### src/sv/io_fr_pkg.sv
package io_fr_pkg;

    localparam logic [1:0] MODE_REQUEST = 2'd0;
    localparam logic [1:0] MODE_RELEASE = 2'd1;
    localparam logic [1:0] MODE_SWITCH  = 2'd2;
    localparam logic [1:0] MODE_FORCE   = 2'd3;

    typedef struct packed {
        logic [1:0] mode;
        logic [4:0] job_id;
    } t_fr_in;

    typedef struct packed {
        logic        focus_valid;
        logic [4:0]  focus_job;
        logic        focus_changed;
        logic        step_status;
        logic [31:0] member_map;
    } t_fr_out;

    typedef enum logic [2:0] {
        OP_NOP,
        OP_REQ,
        OP_REL,
        OP_SW,
        OP_FORCE
    } t_fr_op;

    typedef struct packed {
        t_fr_op     op;
        logic [4:0] job;
    } t_fr_cmd;

    typedef enum logic [2:0] {
        ST_IDLE,
        ST_EVAL,
        ST_RD,
        ST_WR,
        ST_DONE
    } t_fr_state;

endpackage

### src/sv/io_focus_ring_unit.sv
// Path: a pushed word waits in the front queue; the back sequencer takes it
// in IDLE, then passes EVAL, RD (registered reads of the next/prev link
// memories) for a switch of a non-empty ring, a release of a member or an
// insert into a non-empty ring, WR for that insert, and DONE, which
// registers the result; the back takes no new word until it is through DONE.
// Reset: synchronous, active low; ring, focus and queues cleared, links
// left as they are.
module io_focus_ring_unit #(
    parameter int MAX_JOBS = 32
) (
    input  logic               i_clk,
    input  logic               i_rst_n,
    input  logic               push,
    output logic               full,
    input  io_fr_pkg::t_fr_in  i_item,
    output logic               empty,
    input  logic               pop,
    output io_fr_pkg::t_fr_out o_result
);
    import io_fr_pkg::*;

    t_fr_cmd cmd;
    logic    cmd_valid;
    logic    cmd_take;
    logic    res_valid;
    logic    res_take;

    assign empty    = !res_valid;
    assign res_take = pop && res_valid;

    io_fr_front #(
        .MAX_JOBS(MAX_JOBS)
    ) u_front (
        .i_clk      (i_clk),
        .i_rst_n    (i_rst_n),
        .push       (push),
        .full       (full),
        .i_item     (i_item),
        .o_cmd      (cmd),
        .o_cmd_valid(cmd_valid),
        .i_cmd_take (cmd_take)
    );

    io_fr_back #(
        .MAX_JOBS(MAX_JOBS)
    ) u_back (
        .i_clk      (i_clk),
        .i_rst_n    (i_rst_n),
        .i_cmd      (cmd),
        .i_cmd_valid(cmd_valid),
        .o_cmd_take (cmd_take),
        .o_res      (o_result),
        .o_res_valid(res_valid),
        .i_res_take (res_take)
    );

    a_no_focus_zero_job: assert property (@(posedge i_clk) disable iff (!i_rst_n)
        (!empty && !o_result.focus_valid) |-> (o_result.focus_job == 5'd0))
        else $error("focus_job nonzero without focus");

    a_holder_member: assert property (@(posedge i_clk) disable iff (!i_rst_n)
        (!empty && o_result.focus_valid) |-> o_result.member_map[o_result.focus_job])
        else $error("focus holder not in ring");

    a_empty_ring: assert property (@(posedge i_clk) disable iff (!i_rst_n)
        !empty |-> ((o_result.member_map == 32'd0) == !o_result.focus_valid))
        else $error("focus state disagrees with ring membership");

    a_change_acts: assert property (@(posedge i_clk) disable iff (!i_rst_n)
        (!empty && o_result.focus_changed) |-> !o_result.step_status)
        else $error("focus change flagged on a step with no effect");

    a_reset_empty: assert property (@(posedge i_clk)
        !i_rst_n |=> empty)
        else $error("result queue not empty after reset");

endmodule

### src/sv/io_fr_front.sv
module io_fr_front #(
    parameter int MAX_JOBS = 32
) (
    input  logic               i_clk,
    input  logic               i_rst_n,
    input  logic               push,
    output logic               full,
    input  io_fr_pkg::t_fr_in  i_item,
    output io_fr_pkg::t_fr_cmd o_cmd,
    output logic               o_cmd_valid,
    input  logic               i_cmd_take
);
    import io_fr_pkg::*;

    t_fr_cmd    r_q [2];
    logic       r_wp;
    logic       r_rp;
    logic [1:0] r_cnt;
    t_fr_cmd    cls;
    logic       in_range;
    logic       do_push;
    logic       do_pop;

    always_comb begin
        in_range = 32'(i_item.job_id) < 32'(MAX_JOBS);
        cls.job  = i_item.job_id;
        case (i_item.mode)
            MODE_REQUEST: cls.op = in_range ? OP_REQ : OP_NOP;
            MODE_RELEASE: cls.op = in_range ? OP_REL : OP_NOP;
            MODE_SWITCH:  cls.op = OP_SW;
            MODE_FORCE:   cls.op = in_range ? OP_FORCE : OP_NOP;
            default:      cls.op = OP_NOP;
        endcase
    end

    assign full        = (r_cnt == 2'd2);
    assign o_cmd_valid = (r_cnt != 2'd0);
    assign o_cmd       = r_q[r_rp];
    assign do_push     = push && !full;
    assign do_pop      = i_cmd_take && o_cmd_valid;

    always_ff @(posedge i_clk) begin
        if (!i_rst_n) begin
            r_wp  <= 1'b0;
            r_rp  <= 1'b0;
            r_cnt <= 2'd0;
        end else begin
            if (do_push) begin
                r_wp <= !r_wp;
            end
            if (do_pop) begin
                r_rp <= !r_rp;
            end
            r_cnt <= r_cnt + 2'(do_push) - 2'(do_pop);
        end
    end

    always_ff @(posedge i_clk) begin
        if (do_push) begin
            r_q[r_wp] <= cls;
        end
    end

endmodule

### src/sv/io_fr_back.sv
module io_fr_back #(
    parameter int MAX_JOBS = 32
) (
    input  logic               i_clk,
    input  logic               i_rst_n,
    input  io_fr_pkg::t_fr_cmd i_cmd,
    input  logic               i_cmd_valid,
    output logic               o_cmd_take,
    output io_fr_pkg::t_fr_out o_res,
    output logic               o_res_valid,
    input  logic               i_res_take
);
    import io_fr_pkg::*;

    localparam int LW = $clog2(MAX_JOBS);

    logic [LW-1:0] next_mem [MAX_JOBS];
    logic [LW-1:0] prev_mem [MAX_JOBS];

    t_fr_state     r_state, n_state;
    t_fr_op        r_op, n_op;
    logic [LW-1:0] r_job, n_job;
    logic [MAX_JOBS-1:0] r_member, n_member;
    logic          r_present, n_present;
    logic [LW-1:0] r_holder, n_holder;
    logic [LW-1:0] r_p, n_p;
    logic          r_changed, n_changed;
    logic          r_acted, n_acted;
    t_fr_out       r_res, n_res;
    logic          r_res_full, n_res_full;
    logic [LW-1:0] r_next_rd;
    logic [LW-1:0] r_prev_rd;

    logic          rd_en;
    logic [LW-1:0] next_ra, prev_ra;
    logic          next_we, prev_we;
    logic [LW-1:0] next_wa, next_wd, prev_wa, prev_wd;
    logic          need_rd;
    logic          is_ins;
    logic          res_free;

    assign is_ins   = (r_op == OP_REQ) || (r_op == OP_FORCE);
    assign res_free = !r_res_full || i_res_take;
    assign need_rd  = (is_ins && !r_member[r_job] && r_present)
                   || ((r_op == OP_REL) && r_member[r_job])
                   || ((r_op == OP_SW) && r_present);

    always_comb begin
        n_state = r_state;
        case (r_state)
            ST_IDLE: if (i_cmd_valid) n_state = ST_EVAL;
            ST_EVAL: n_state = need_rd ? ST_RD : ST_DONE;
            ST_RD:   n_state = is_ins ? ST_WR : ST_DONE;
            ST_WR:   n_state = ST_DONE;
            ST_DONE: if (res_free) n_state = ST_IDLE;
            default: n_state = ST_IDLE;
        endcase
    end

    always_comb begin
        n_op       = r_op;
        n_job      = r_job;
        n_member   = r_member;
        n_present  = r_present;
        n_holder   = r_holder;
        n_p        = r_p;
        n_changed  = r_changed;
        n_acted    = r_acted;
        n_res      = r_res;
        n_res_full = r_res_full;
        o_cmd_take = 1'b0;
        rd_en      = 1'b0;
        next_ra    = (r_op == OP_SW) ? r_holder : r_job;
        prev_ra    = (r_op == OP_REL) ? r_job : r_holder;
        next_we    = 1'b0;
        next_wa    = r_job;
        next_wd    = r_job;
        prev_we    = 1'b0;
        prev_wa    = r_job;
        prev_wd    = r_job;
        if (i_res_take) begin
            n_res_full = 1'b0;
        end
        case (r_state)
            ST_IDLE: begin
                if (i_cmd_valid) begin
                    o_cmd_take = 1'b1;
                    n_op       = i_cmd.op;
                    n_job      = LW'(i_cmd.job);
                    n_changed  = 1'b0;
                    n_acted    = 1'b0;
                end
            end
            ST_EVAL: begin
                rd_en = need_rd;
                if (is_ins) begin
                    if (r_member[r_job]) begin
                        if ((r_op == OP_FORCE) && (r_holder != r_job)) begin
                            n_holder  = r_job;
                            n_changed = 1'b1;
                            n_acted   = 1'b1;
                        end
                    end else if (!r_present) begin
                        // empty ring: job links to itself
                        next_we         = 1'b1;
                        prev_we         = 1'b1;
                        n_member[r_job] = 1'b1;
                        n_present       = 1'b1;
                        n_holder        = r_job;
                        n_acted         = 1'b1;
                    end
                end
            end
            ST_RD: begin
                case (r_op)
                    OP_REQ, OP_FORCE: begin
                        prev_we = 1'b1;
                        prev_wd = r_prev_rd;
                        next_we = 1'b1;
                        next_wd = r_holder;
                        n_p     = r_prev_rd;
                    end
                    OP_REL: begin
                        n_member[r_job] = 1'b0;
                        n_acted         = 1'b1;
                        if (r_next_rd == r_job) begin
                            n_present = 1'b0;
                            n_holder  = '0;
                        end else begin
                            if (r_present && (r_holder == r_job)) begin
                                n_holder  = r_next_rd;
                                n_changed = 1'b1;
                            end
                            prev_we = 1'b1;
                            prev_wa = r_next_rd;
                            prev_wd = r_prev_rd;
                            next_we = 1'b1;
                            next_wa = r_prev_rd;
                            next_wd = r_next_rd;
                        end
                    end
                    OP_SW: begin
                        if (r_next_rd != r_holder) begin
                            n_holder  = r_next_rd;
                            n_changed = 1'b1;
                            n_acted   = 1'b1;
                        end
                    end
                    default: ;
                endcase
            end
            ST_WR: begin
                next_we         = 1'b1;
                next_wa         = r_p;
                next_wd         = r_job;
                prev_we         = 1'b1;
                prev_wa         = r_holder;
                prev_wd         = r_job;
                n_member[r_job] = 1'b1;
                n_acted         = 1'b1;
                if (r_op == OP_FORCE) begin
                    n_holder  = r_job;
                    n_changed = 1'b1;
                end
            end
            ST_DONE: begin
                if (res_free) begin
                    n_res_full          = 1'b1;
                    n_res.focus_valid   = r_present;
                    n_res.focus_job     = r_present ? 5'(r_holder) : 5'd0;
                    n_res.focus_changed = r_changed;
                    n_res.step_status   = !r_acted;
                    n_res.member_map    = 32'(r_member);
                end
            end
            default: ;
        endcase
    end

    always_ff @(posedge i_clk) begin
        if (!i_rst_n) begin
            r_state    <= ST_IDLE;
            r_op       <= OP_NOP;
            r_member   <= '0;
            r_present  <= 1'b0;
            r_holder   <= '0;
            r_res_full <= 1'b0;
        end else begin
            r_state    <= n_state;
            r_op       <= n_op;
            r_member   <= n_member;
            r_present  <= n_present;
            r_holder   <= n_holder;
            r_res_full <= n_res_full;
        end
    end

    always_ff @(posedge i_clk) begin
        r_job     <= n_job;
        r_p       <= n_p;
        r_changed <= n_changed;
        r_acted   <= n_acted;
        r_res     <= n_res;
    end

    always_ff @(posedge i_clk) begin
        if (next_we) begin
            next_mem[next_wa] <= next_wd;
        end
        if (rd_en) begin
            r_next_rd <= next_mem[next_ra];
        end
    end

    always_ff @(posedge i_clk) begin
        if (prev_we) begin
            prev_mem[prev_wa] <= prev_wd;
        end
        if (rd_en) begin
            r_prev_rd <= prev_mem[prev_ra];
        end
    end

    assign o_res       = r_res;
    assign o_res_valid = r_res_full;

endmodule
### config.mk
export PLATFORM = sky130hd
export DESIGN_NAME = io_focus_ring_unit
export DESIGN_NICKNAME = d
export VERILOG_FILES = /design/src/sv/io_fr_pkg.sv /design/src/sv/io_focus_ring_unit.sv /design/src/sv/io_fr_front.sv /design/src/sv/io_fr_back.sv
export SDC_FILE = /design/constraint.sdc
export NUM_CORES = 1
export LEC_CHECK = 0
export ABC_CLOCK_PERIOD_IN_PS = 3100
export BUFFER_PORTS_ARGS = -buffer_cell sky130_fd_sc_hd__buf_4
export CORE_UTILIZATION = 56
export DETAILED_ROUTE_END_ITERATION = 8
export MAX_ROUTING_LAYER = met4
export PLACE_DENSITY = 0.76
export SLEW_MARGIN = 30
export SYNTH_ARGS = -nofsm -noshare
export SYNTH_HDL_FRONTEND = slang
export SYNTH_HIERARCHICAL = 1
export SYNTH_SLANG_ARGS = --single-unit
### constraint.sdc
create_clock -name i_clk -period 3.1 [get_ports i_clk]
set_input_delay 0.775 -clock i_clk [delete_from_list [all_inputs] [get_ports i_clk]]
set_output_delay 0.775 -clock i_clk [all_outputs]
set_load 0.02 [all_outputs]
Word level (Yosys, flattened, before mapping)
Memories as Yosys holds them, arrays and structs flattened. A register that Yosys moved wholly into a read port is not among the register bits.
Index checks and enable logic that the tools add are counted.
{ "totals": {"reg_bits": 101, "latchBits": 0, "mem_bits_rw": 336, "mem_bits_ro": 0, "inputBits": 11, "output_inout_bits": 42, "word_cells": 172, "n_memories": 3} }
{ "classes": {"add_sub_neg": 2, "mul": 0, "n_div": 0, "n_lt_le_gt_ge": 2, "n_eq_ne": 33, "shifts": 0, "n_mux": 75, "bitwise": 3, "n_reduce_logical": 36} }
{ "mem_list": {"columns": ["name", "words", "word_bits", "rd", "rd_ports_with_merged_regs", "wr", "line_no", "rtl"], "rows": [
  ["u_back.next_mem", 32, 5, 1, 1, 1, "io_fr_back.sv:17", "logic [LW-1:0] next_mem [MAX_JOBS];"],
  ["u_back.prev_mem", 32, 5, 1, 1, 1, "io_fr_back.sv:18", "logic [LW-1:0] prev_mem [MAX_JOBS];"],
  ["u_front.r_q", 2, 8, 1, 1, 1, "io_fr_front.sv:15", "t_fr_cmd r_q [2];"]
]} }
{ "op_table": {"columns": ["op", "count"], "rows": [
  ["2-to-1 mux 32 bit", 4],
  ["case mux 32 bit (3 select lines)", 1],
  ["2-to-1 mux 5 bit", 16],
  ["case mux 5 bit (2 select lines)", 5],
  ["2-to-1 mux 1 bit", 33],
  ["AND 32 bit", 1],
  ["inverter 32 bit", 1],
  ["bitwise OR 32 bit", 1],
  ["!= test 3 bit (second input constant)", 5],
  ["case mux 3 bit (5 select lines)", 1],
  ["case mux 5 bit (3 select lines)", 1],
  ["!= test 2 x 1 -> 1 bit (second input constant)", 7],
  ["equality test 3 x 2 -> 1 bit (second input constant)", 4],
  ["2-to-1 mux 3 bit", 4],
  ["case mux 3 bit (4 select lines)", 1],
  ["equality test 5 bit", 2],
  ["logical AND 1 bit", 10],
  ["!= test 5 bit", 2],
  ["AND reduction 10 bit", 1],
  ["AND reduction 5 bit", 2],
  ["case mux 1 bit (2 select lines)", 4],
  ["case mux 1 bit (4 select lines)", 2],
  ["AND reduction 2 bit", 4],
  ["AND reduction 8 bit", 1],
  ["23 further kinds", 38]
]} }

Longest topological paths before layout
Gate-level depths: netlist (run 1).
{ "logic_depth": {"word_depth": 9, "depth_mapped": 11, "mapped_depth_nobuf": 9} }

Cells and area by module
The synthesis (run 1) kept the hierarchy.
{ "modules_own_cells": {"columns": ["module", "n_inst", "cells_per_inst", "area_per_inst_um2", "seq_area_each_um2"], "rows": [
  ["io_fr_back", 1, 1329, 18396.4, 12371.9],
  ["io_fr_front", 1, 58, 864.6, 580.6],
  ["io_focus_ring_unit", 1, 2, 10.0, 0.0]
]} }

Worst setup path before layout (run 1)
Ideal clock, no wire load.
{ "synth_timing": {"kind": "register to register", "start": "register u_back.r_op[2]", "end": "memory u_back/prev_mem[0][0] in the netlist's numbering, data pin", "setup_time_ps": 454, "t_arrival_ps": 2865, "t_required_ps": 2646, "setup_slack_ps": -220, "stages_incl_launch_ff": 8, "n_path_buf": 2, "period_less_slack_ps": 3320, "cell_sequence": "dfxtp_1 > buf_2 > xor2_1 > and2_1 > clkbuf_1 > o21ai_0 > a21oi_1 > o21ai_0"} }
{ "synth_via": {"elab_chain_len": 4, "word_cells_on_any_way": 6, "classes_between": "eq/ne: 3; mux: 2; reduce/logical: 1"} }
{ "synth_lines": {"columns": ["element", "line_no", "rtl"], "rows": [
  ["start, declared", "io_fr_back.sv:21", "t_fr_op r_op, n_op;"],
  ["start signal, assigned", "io_fr_back.sv:190", "r_op <= n_op;"],
  ["equality test 3 bit or equality test 3 x 1 -> 1 bit (tied branches)", "io_fr_back.sv:115", "case (r_op)"],
  ["OR reduction 2 bit", "io_fr_back.sv:115", null],
  ["case mux 5 bit (2 select lines) (*)", "io_fr_back.sv:115", null],
  ["2-to-1 mux 5 bit (*)", "io_fr_back.sv:84", "case (r_state)"],
  ["named net u_back.prev_wd[0]", "io_fr_back.sv:37", "logic [LW-1:0] next_wa, next_wd, prev_wa, prev_wd;"],
  ["end, declared", "io_fr_back.sv:18", null]
]} }
The timed path passes the listed nets; every way through them passes the cells marked *.

Worst setup path after layout (run 1)
{ "layout_timing": {"start": "register u_back.r_op[2]", "end": "register u_back.r_next_rd[4] (read register of u_back.next_mem), data pin"} }
{ "layout_via": {"elab_chain_len": 7, "word_cells_on_any_way": 13, "classes_between": "eq/ne: 4; mux: 2; reduce/logical: 7"} }
{ "layout_lines": {"columns": ["element", "line_no", "rtl"], "rows": [
  ["equality test 3 x 1 -> 1 bit or equality test 3 bit (tied branches)", "io_fr_back.sv:42", "assign is_ins = (r_op == OP_REQ) || (r_op == OP_FORCE);"],
  ["logical OR 1 bit", "io_fr_back.sv:42", null],
  ["logical AND 1 bit (2 in a row)", "io_fr_back.sv:44", "assign need_rd = (is_ins && !r_member[r_job] && r_present)"],
  ["logical OR 1 bit", "io_fr_back.sv:45", "|| ((r_op == OP_REL) && r_member[r_job])"],
  ["logical OR 1 bit", "io_fr_back.sv:46", "|| ((r_op == OP_SW) && r_present);"],
  ["2-to-1 mux 1 bit", "io_fr_back.sv:84", null],
  ["end, declared", "io_fr_back.sv:31", "logic [LW-1:0] r_next_rd;"]
]} }
Parallel ways exist; a longest one is shown, timed or not.
A chain may end at the register's enable or synchronous reset.

==> metrics.md, run 1 <==
| Metric | Value |
|---|---|
| Endpoint of the most critical register-to-register path | `u_back/r_next_rd[4]` |
| Via count normalized by instance count | `6.08` |
| Die Height | `188 um` |
| Worst Clk Skew | `0.0238 ns` |
| Number of violations reported at the end of detailed-routing iteration 0 | `1084` |
| Period Utilization, post-route | `0.976` |
| Clock latency of the later-clocked register in the worst-skew pair | `0.56 ns` |
| Fraction of final layout cells sized beyond drive strength 1 | `0.184` |
| Final standard cell count with taps included and fillers excluded | `1969` |
| Number of hold violations in the final report | `0` |
| Proportion of power drawn by combinational gates | `0.334` |
| Number of buffers inserted during clock tree synthesis | `46` |
| Number of nets at the end of the flow | `approximately 1500` |
| Number of rows in the core area | `between 60 and 70` |
| Dominant register cell in the synthesized netlist | `edfxtp_1` |
| Global-route wire length before repair | `65000 um` |
| CTS Hold Bufs | `0` |
| Switching share of power | `0.338` |
| Highest Clock Rate | `around 0.33 GHz` |
| Worst min-delay path class | `input port to flip-flop` |
| RePlAce Congestion | `between 0.9 and 1` |
| Number of antenna violations at the first check in global routing | `1` |
| Cells after Synth | `1389` |
| H-tree depth | `2` |
| Vias in the first global route | `11900` |
| Final ANT Viol Nets | `0` |
| Source of the worst register-to-register timing path | `u_back/r_op[2]` |
| Area Growth Syn to Fin | `15.6%` |
| Most instantiated cells after synthesis | `edfxtp_1 (398), mux2i_1 (184), nand2_1 (182)` |
| Floorplan die area | `35200 um^2` |
| Max-slew headroom | `0.393` |
| Tightest Pin Transition | `~0.9 ns` |
| Total of flip-flops plus latches after synthesis | `approximately 450` |
| Number of cells on the worst reg-to-reg path | `9` |
| Max clock buf depth | `3` |
| Placed insts | `1881` |
| Clock power frac | `0.277` |
| Maximum capacitance violations | `0` |
| Total power draw | `20.2 mW` |
| Gr ovfl total | `0` |
| Reg2reg setup slack | `0.07 ns` |
| Starting utilization of the core area | `0.572` |
| GRT Total Usage | `0.246` |
| Largest net degree at the start of global routing | `58` |
| Static leakage | `8.14 nW` |
| Top-area cell type share of the netlist area | `0.620` |
| Largest area contributor in the synthesized netlist | `edfxtp_1` |
| Kind of critical path | `flip-flop to flip-flop` |
| Worst ir drop on vdd | `0.553 mV` |
| Total detailed-routing wirelength | `approximately 42000 um` |
| Routed length per instance | `approximately 21 um` |
| Most frequent cell after synthesis | `edfxtp_1` |
| Number of enable flip-flop cells after synthesis | `~400` |
| Worst EP required | `3.42 ns` |
| Startpoint types | `flip-flop` |
| Clock Sinks | `448` |
| Detailed-routing iteration count for the pre-antenna-repair pass | `6` |
| Setup repair after global routing missed its margin | `false` |
| Critical path fanouts, max | `42` |
| Mapped Avg Cell Area | `13.9 um^2` |
| Critical path origin | `u_back/r_op[2]` |
| Outcome | `finished, final reports clean` |
| HPWL after detailed placement | `27600 um` |
| Number of buffers inserted by port buffering | `52` |
| Core ar. | `between 30000 and 40000 um^2` |
| Number of distinct library cell variants in the gate-level netlist after synthesis | `69` |
| Detailed-route via count | `12000` |
| Residual DRC | `0` |
| Die W | `188 um` |
| Cell Pwr Density | `907 nW/um^2` |
| Net load switching power | `6.84 mW` |
| Clock tree root driver cell | `clkbuf_16` |
| Capture point of the worst path | `u_back/r_next_rd[4]` |
| Top cells by area in the synthesized netlist | `edfxtp_1 (62%), mux2i_1 (9.6%), dfxtp_1 (5.2%)` |
| Final setup vio count | `0` |
| Internal Dissipation | `approximately 13 mW` |
| Post-Synthesis Net Count | `1405` |
| CTS tree | `done` |
| Type of element capturing the critical path | `flip-flop` |
| Sequential share of power | `0.389` |
| Warning count from the yosys run | `6` |
| Critical path data arrival time | `3.35 ns` |
| Sequential fraction of the synthesis area | `0.672` |
| Min cycle time layout | `between 3 and 4 ns` |
| IO Pins | `53` |
| Clock transition at the registers of the reported paths | `0.06 ns` |
| Post-synth design cell area | `19300 um^2` |
| Number of max-slew violations in the final report | `0` |
| Async set or reset register ratio after synthesis | `0` |
==> power groups by stage <==
stage          combinational, mW  sequential, mW  clock (mW)
4_1_cts                     6.66            7.86        5.68
2_1_floorplan               4.33            7.90           0
3_5_place_dp                6.60            7.99           0
3_3_place_gp                6.45            7.96           0
5_1_grt                     7.19            7.90        5.91
6_report                    6.75            7.87        5.59
==> cell families after synthesis <==
| kind of cell | count (synthesis) | share of synthesized area |
|---|---|---|
| mux | 208 | 0.116 |
| buf+inv | 102 | 0.0228 |
| fa+ha+maj | 5 | 0.00325 |
| flops | 448 | 0.672 |
| simple gates | 446 | 0.112 |
| compound gates | 162 | 0.0653 |
| xor+xnor | 18 | 0.00818 |
==> state kept, by name, indices dropped and copies added (netlist names), 2 cells and up, named ones only <==
name / cells
u_back/r_p: 5
u_back/r_state: 3
u_front/r_q: 16
u_front/r_cnt: 2
u_back/r_prev_rd: 5
u_back/o_res: 40
u_back/r_op: 3
u_back/r_next_rd: 5
u_back/prev_mem: 160
u_back/r_holder: 5
u_back/r_job: 5
u_back/next_mem: 160
==> worst min-delay path by stage <==
stage | from | endpoint | slack, ns | cells after the start
floorplan | u_back/r_changed | u_back/o_res[33] | 0.40 | 0
global placement | u_back/r_changed | u_back/o_res[33] | 0.41 | 0
detailed placement | u_back/r_changed | u_back/o_res[33] | 0.41 | 0
CTS | i_item[2] | u_front/r_q[1][2] | 0.38 | 1
global route | i_item[2] | u_front/r_q[0][2] | 0.38 | 1
finish | i_item[2] | u_front/r_q[0][2] | 0.40 | 1
==> layer usage <==
metal / track usage / up-vias / part of all wire
met5: - / - / 0
met4: 0.0841 / 0 / 0.025
met3: 0.0397 / 84 / 0.071
met2: 0.400 / 512 / 0.50
met1: 0.318 / 5901 / 0.41
li1: - / 5475 / -
==> final cells by class <==
| class | instances | area (um^2) |
|---|---|---|
| multi-input combinational | 839 | 6010 |
| fill | 2337 | 11400 |
| clock inverter | 26 | 313 |
| clock buffer | 56 | 1240 |
| inverter | 14 | 52.6 |
| tap | 448 | 561 |
| antenna | 1 | 2.50 |
| timing repair buffer | 137 | 1140 |
| sequential | 448 | 13000 |
==> metrics by stage <==
step	instance area [um^2]	setup TNS [ns]	utilization	hold slack, ns	setup slack (ns)
final	22300	0	0.661	0.404	0.0745
after global routing	22300	0	0.661	0.382	0.00147
after CTS	22200	0	0.660	0.380	0.00527
after detailed placement	20600	-0.438	0.613	0.413	-0.0514
after global placement	20600	0	0.613	0.406	0.0807
after floorplan	19300	-14.07	-	0.400	-0.220
==> layout by cell type (no fill, tap or decap), drive strengths merged, types with 4 or more instances in the layout <==
cell type  Yosys  routed
and3           6       6
clkinv         0      11
clkbuf        60      56
xnor2          4       4
mux4          11      11
mux2i        184     184
buf           28     137
nor2b         17      17
nand3         56      56
edfxtp       398     398
a21oi         22      22
nand2b         7       7
bufinv         0       6
and2          18      18
o22ai          8       8
dfxtp         50      50
nand3b         4       4
or4            5       5
nor2         101     101
a222oi         4       4
nor3b          6       6
a221o          6       6
o21ai         20      20
a211oi        14      14
nand2        182     182
nand4         19      19
a22oi          7       7
a2111oi       10      10
xor2          14      14
a221oi        11      11
a31oi          6       6
o21a           7       7
or3b           5       5
clkinvlp       0       5
ha             5       5
a32oi         27      27
inv           14      18
mux2          13      13
nor3           9       9
a22o           5       5
==> critical path, cell delays in order (launching register included) <==
cell,delay (ns)
dfxtp_1,0.54
nand3b_1,0.30
buf_4,0.24
mux2i_4,0.29
buf_12,0.30
mux2i_1,0.16
mux4_2,0.51
nand2_1,0.08
nand4_1,0.11
o21ai_0,0.23
==> what timing repair did <==
action	in CTS	in global routing
endpoints found under the setup margin	19	255
setup buffers	3	2
resized for setup	1	11
pin swaps	2	0
Power figures use the tool's default switching activity.
==> inputs of run 2 (changes only) <==
--- a/config.mk
+++ b/config.mk
@@ -9,4 +9,6 @@
 export BUFFER_PORTS_ARGS = -buffer_cell sky130_fd_sc_hd__buf_4
+export CORE_MARGIN = 2
 export CORE_UTILIZATION = 56
 export DETAILED_ROUTE_END_ITERATION = 8
+export GPL_ROUTABILITY_DRIVEN = 0
 export MAX_ROUTING_LAYER = met4
==> constraint.sdc (replaced) <==
create_clock -name i_clk -period 3.1 [get_ports i_clk]
set_input_delay 0.31 -clock i_clk [delete_from_list [all_inputs] [get_ports i_clk]]
set_output_delay 0.31 -clock i_clk [all_outputs]
set_load 0.02 [all_outputs]
==> metrics.md, run 2 (synthesized netlist as in run 1, its figures left out) <==
| Metric | Value |
|---|---|
| Starting utilization of the core area | `0.572 (unchanged)` |
| Clock transition at the registers of the reported paths | `0.06 ns (about the same)` |
| Number of antenna violations at the first check in global routing | `0 (-1)` |
| Number of buffers inserted by port buffering | `52 (unchanged)` |
| Total detailed-routing wirelength | `42700 um (+1.3%)` |
| Via count normalized by instance count | `6.09 (+0.12%)` |
| Die Height | `190 um (+1.1%)` |
| Global-route wire length before repair | `66000 um (+1.5%)` |
| Crit-path leading delay family | `simple AND/OR/NAND/NOR gates` |
| Worst Clk Skew | `0.0271 ns (+0.00333 ns)` |
| Gr ovfl total | `0 (unchanged)` |
| Placed insts | `1868 (-0.69%)` |
| Setup repair after global routing missed its margin | `true` |
| Startpoint of the most critical hold path | `i_item[5]` |
| GRT Total Usage | `0.247 (about the same)` |
| Endpoint of the most critical register-to-register path | `u_back/next_mem[5][3]` |
| Outcome | `finished, final reports clean` |
| Residual DRC | `0 (unchanged)` |
| IO Pins | `53 (unchanged)` |
| Die W | `190 um (+1.1%)` |
| H-tree depth | `2 (unchanged)` |
| Worst path slowest cell | `edfxtp_1` |
| Vias in the first global route | `11800 (-0.24%)` |
| Fraction of final layout cells sized beyond drive strength 1 | `0.196 (+0.0123)` |
| Worst ir drop on vdd | `0.508 mV (-8.2%)` |
| CTS tree | `done` |
| Commonest cells after routing, fill and taps aside | `edfxtp_1 (398), nand2_1 (180), mux2i_1 (180)` |
| Detailed-route via count | `12000 (+0.43%)` |
| Routed length per instance | `21.6 um (+1.0%)` |
| Period Utilization, post-route | `0.977 (about the same)` |
| Most common library cell in the layout ignoring fill and taps | `edfxtp_1` |
| Number of violations reported at the end of detailed-routing iteration 0 | `978 (-9.8%)` |
| Max clock buf depth | `3 (unchanged)` |
| Static leakage | `8.14 nW (about the same)` |
| Number of hold violations in the final report | `0 (unchanged)` |
| Number of rows in the core area | `67 (unchanged)` |
| Hold Path Sink | `u_front/r_q[1][7]` |
| Count of inserted antenna diode cells | `0 (-1)` |
| Number of buffer and inverter instances along the worst setup path | `3 (+1)` |
| Placed inst area | `20500 um^2 (-0.56%)` |
| Maximum capacitance violations | `0 (unchanged)` |
| Number of buffers inserted during clock tree synthesis | `47 (+2.2%)` |
| Slowest Stage Delay on Critical Path | `0.46 ns (-0.08 ns)` |
| Area Growth Syn to Fin | `16.4%` |
| Largest net degree at the start of global routing | `58 (unchanged)` |
| Core ar. | `33700 um^2 (unchanged)` |
| Reg2reg setup slack | `0.07 ns (about the same)` |
| Number of max-slew violations in the final report | `0 (unchanged)` |
| Clock Sinks | `448 (unchanged)` |
| Cell Pwr Density | `905 nW/um^2 (-0.26%)` |
| Number of cells on the worst reg-to-reg path | `10 (+1)` |
| Final standard cell count with taps included and fillers excluded | `1975 (+0.30%)` |
| Startpoint types | `flip-flop` |
| Highest Clock Rate | `0.330 GHz (about the same)` |
| Kind of critical path | `flip-flop to flip-flop` |
| Number of stages on the worst hold path | `2 (+1)` |
| HPWL after detailed placement | `27700 um (+0.32%)` |
| Floorplan die area | `35900 um^2 (+2.1%)` |
| Critical path fanouts, max | `18 (-57%)` |
| Clock latency of the later-clocked register in the worst-skew pair | `0.57 ns (about the same)` |
| Fin area | `22400 um^2 (+0.70%)` |
| Crit-path cells | `buf_12 -> buf_4 -> xor2_1 -> nor2_2 -> a41o_1 -> and2_1 -> a221oi_1 -> buf_4 -> nand2_1 -> nor2_2` |
| Type of element capturing the critical path | `flip-flop` |
| Min cycle time layout | `3.03 ns (+0.00185 ns)` |
| Final ANT Viol Nets | `0 (unchanged)` |
| Source of the worst register-to-register timing path | `u_back/r_job[1]` |
| Clock tree root driver cell | `clkbuf_16` |
| Worst min-delay path class | `input port to flip-flop` |
| Critical path data arrival time | `3.25 ns (-0.10 ns)` |
| Detailed-routing iteration count for the pre-antenna-repair pass | `5 (-1)` |
| Final setup vio count | `0 (unchanged)` |
| Number of nets at the end of the flow | `1504 (+0.13%)` |
| Max-slew headroom | `0.395 (+0.00221)` |
| Worst EP required | `3.32 ns (-0.10 ns)` |
| Tightest Pin Transition | `0.904 ns (-0.00653 ns)` |
run 2: cell types whose count changed in the layout (fill, tap and decap cells not counted), sizes merged:
cell         delta
clkbuf          +7
buf             -5
clkinv          +5
dlygate4sd3     +5
clkinvlp        -4
bufinv          -1
diode           -1
run 2: layout make-up:
cell class	count	area [um^2]
fill	2334	11300
clock buffer	62	1240
multi-input combinational	839	6180
tap	448	561
timing repair buffer	138	1160
sequential	448	13000
clock inverter	26	277
inverter	14	52.6
run 2: report_power, final:
part           switching, mW  internal, mW
sequential             0.286          7.57
combinational           4.44          2.53
clock                   2.22          3.26
run 2: layer usage:
metal / vias to the layer above / part of all wire / track usage
met4: 0 / 0.030 / 0.0874
met5: - / 0 / -
met2: 521 / 0.50 / 0.408
met3: 114 / 0.074 / 0.0437
li1: 5491 / - / -
met1: 5897 / 0.40 / 0.309
run 2: stage by stage:
step / setup WS, ns / hold WS, ns / total power, mW / setup TNS, ns / util
3_3_place_gp: 0.0408 / 0.413 / 14.4 / 0 / 0.609
3_5_place_dp: -0.0398 / 0.434 / 14.6 / -1.35 / 0.609
2_1_floorplan: -0.220 / 0.400 / 12.2 / -14.07 / -
5_1_grt: -0.0516 / 0.125 / 21.1 / -0.564 / 0.666
6_report: 0.0727 / 0.115 / 20.3 / 0 / 0.666
4_1_cts: -0.0315 / 0.0743 / 20.1 / -0.432 / 0.657
run 2: worst reg2reg max path: cells and delay by family, from the launching register on:
family,cells,cell delay [ns]
AND/OR/NAND/NOR,4,0.79
AO/OA/AOI/OAI,2,0.68
buffers and inverters,3,0.59
flip-flops,1,0.46
XOR/XNOR,1,0.16
run 2: timing repair:
action / in CTS / in global routing
resized for setup: 11 / 49
endpoints found under the setup margin: 130 / 166
pin swaps: 2 / 4
endpoints found under the hold margin: 10 / 0
buffers inserted: 3 / 10
cloned: 0 / 1
hold buffers: 5 / 0
run 2: worst max path at each step:
stage | startpoint | slack (ns) | endpoint | cells past startpoint
after floorplan | u_back/r_op[2] | -0.22 | u_back/prev_mem[0][0] | 7
after global placement | u_back/r_job[3] | 0.04 | u_back/next_mem[20][1] | 7
after detailed placement | u_back/r_job[3] | -0.04 | u_back/next_mem[11][2] | 7
after CTS | u_back/r_job[3] | -0.03 | u_back/next_mem[7][1] | 8
after global routing | u_back/r_job[1] | -0.05 | u_back/next_mem[24][4] | 10
final | u_back/r_job[1] | 0.07 | u_back/next_mem[5][3] | 10
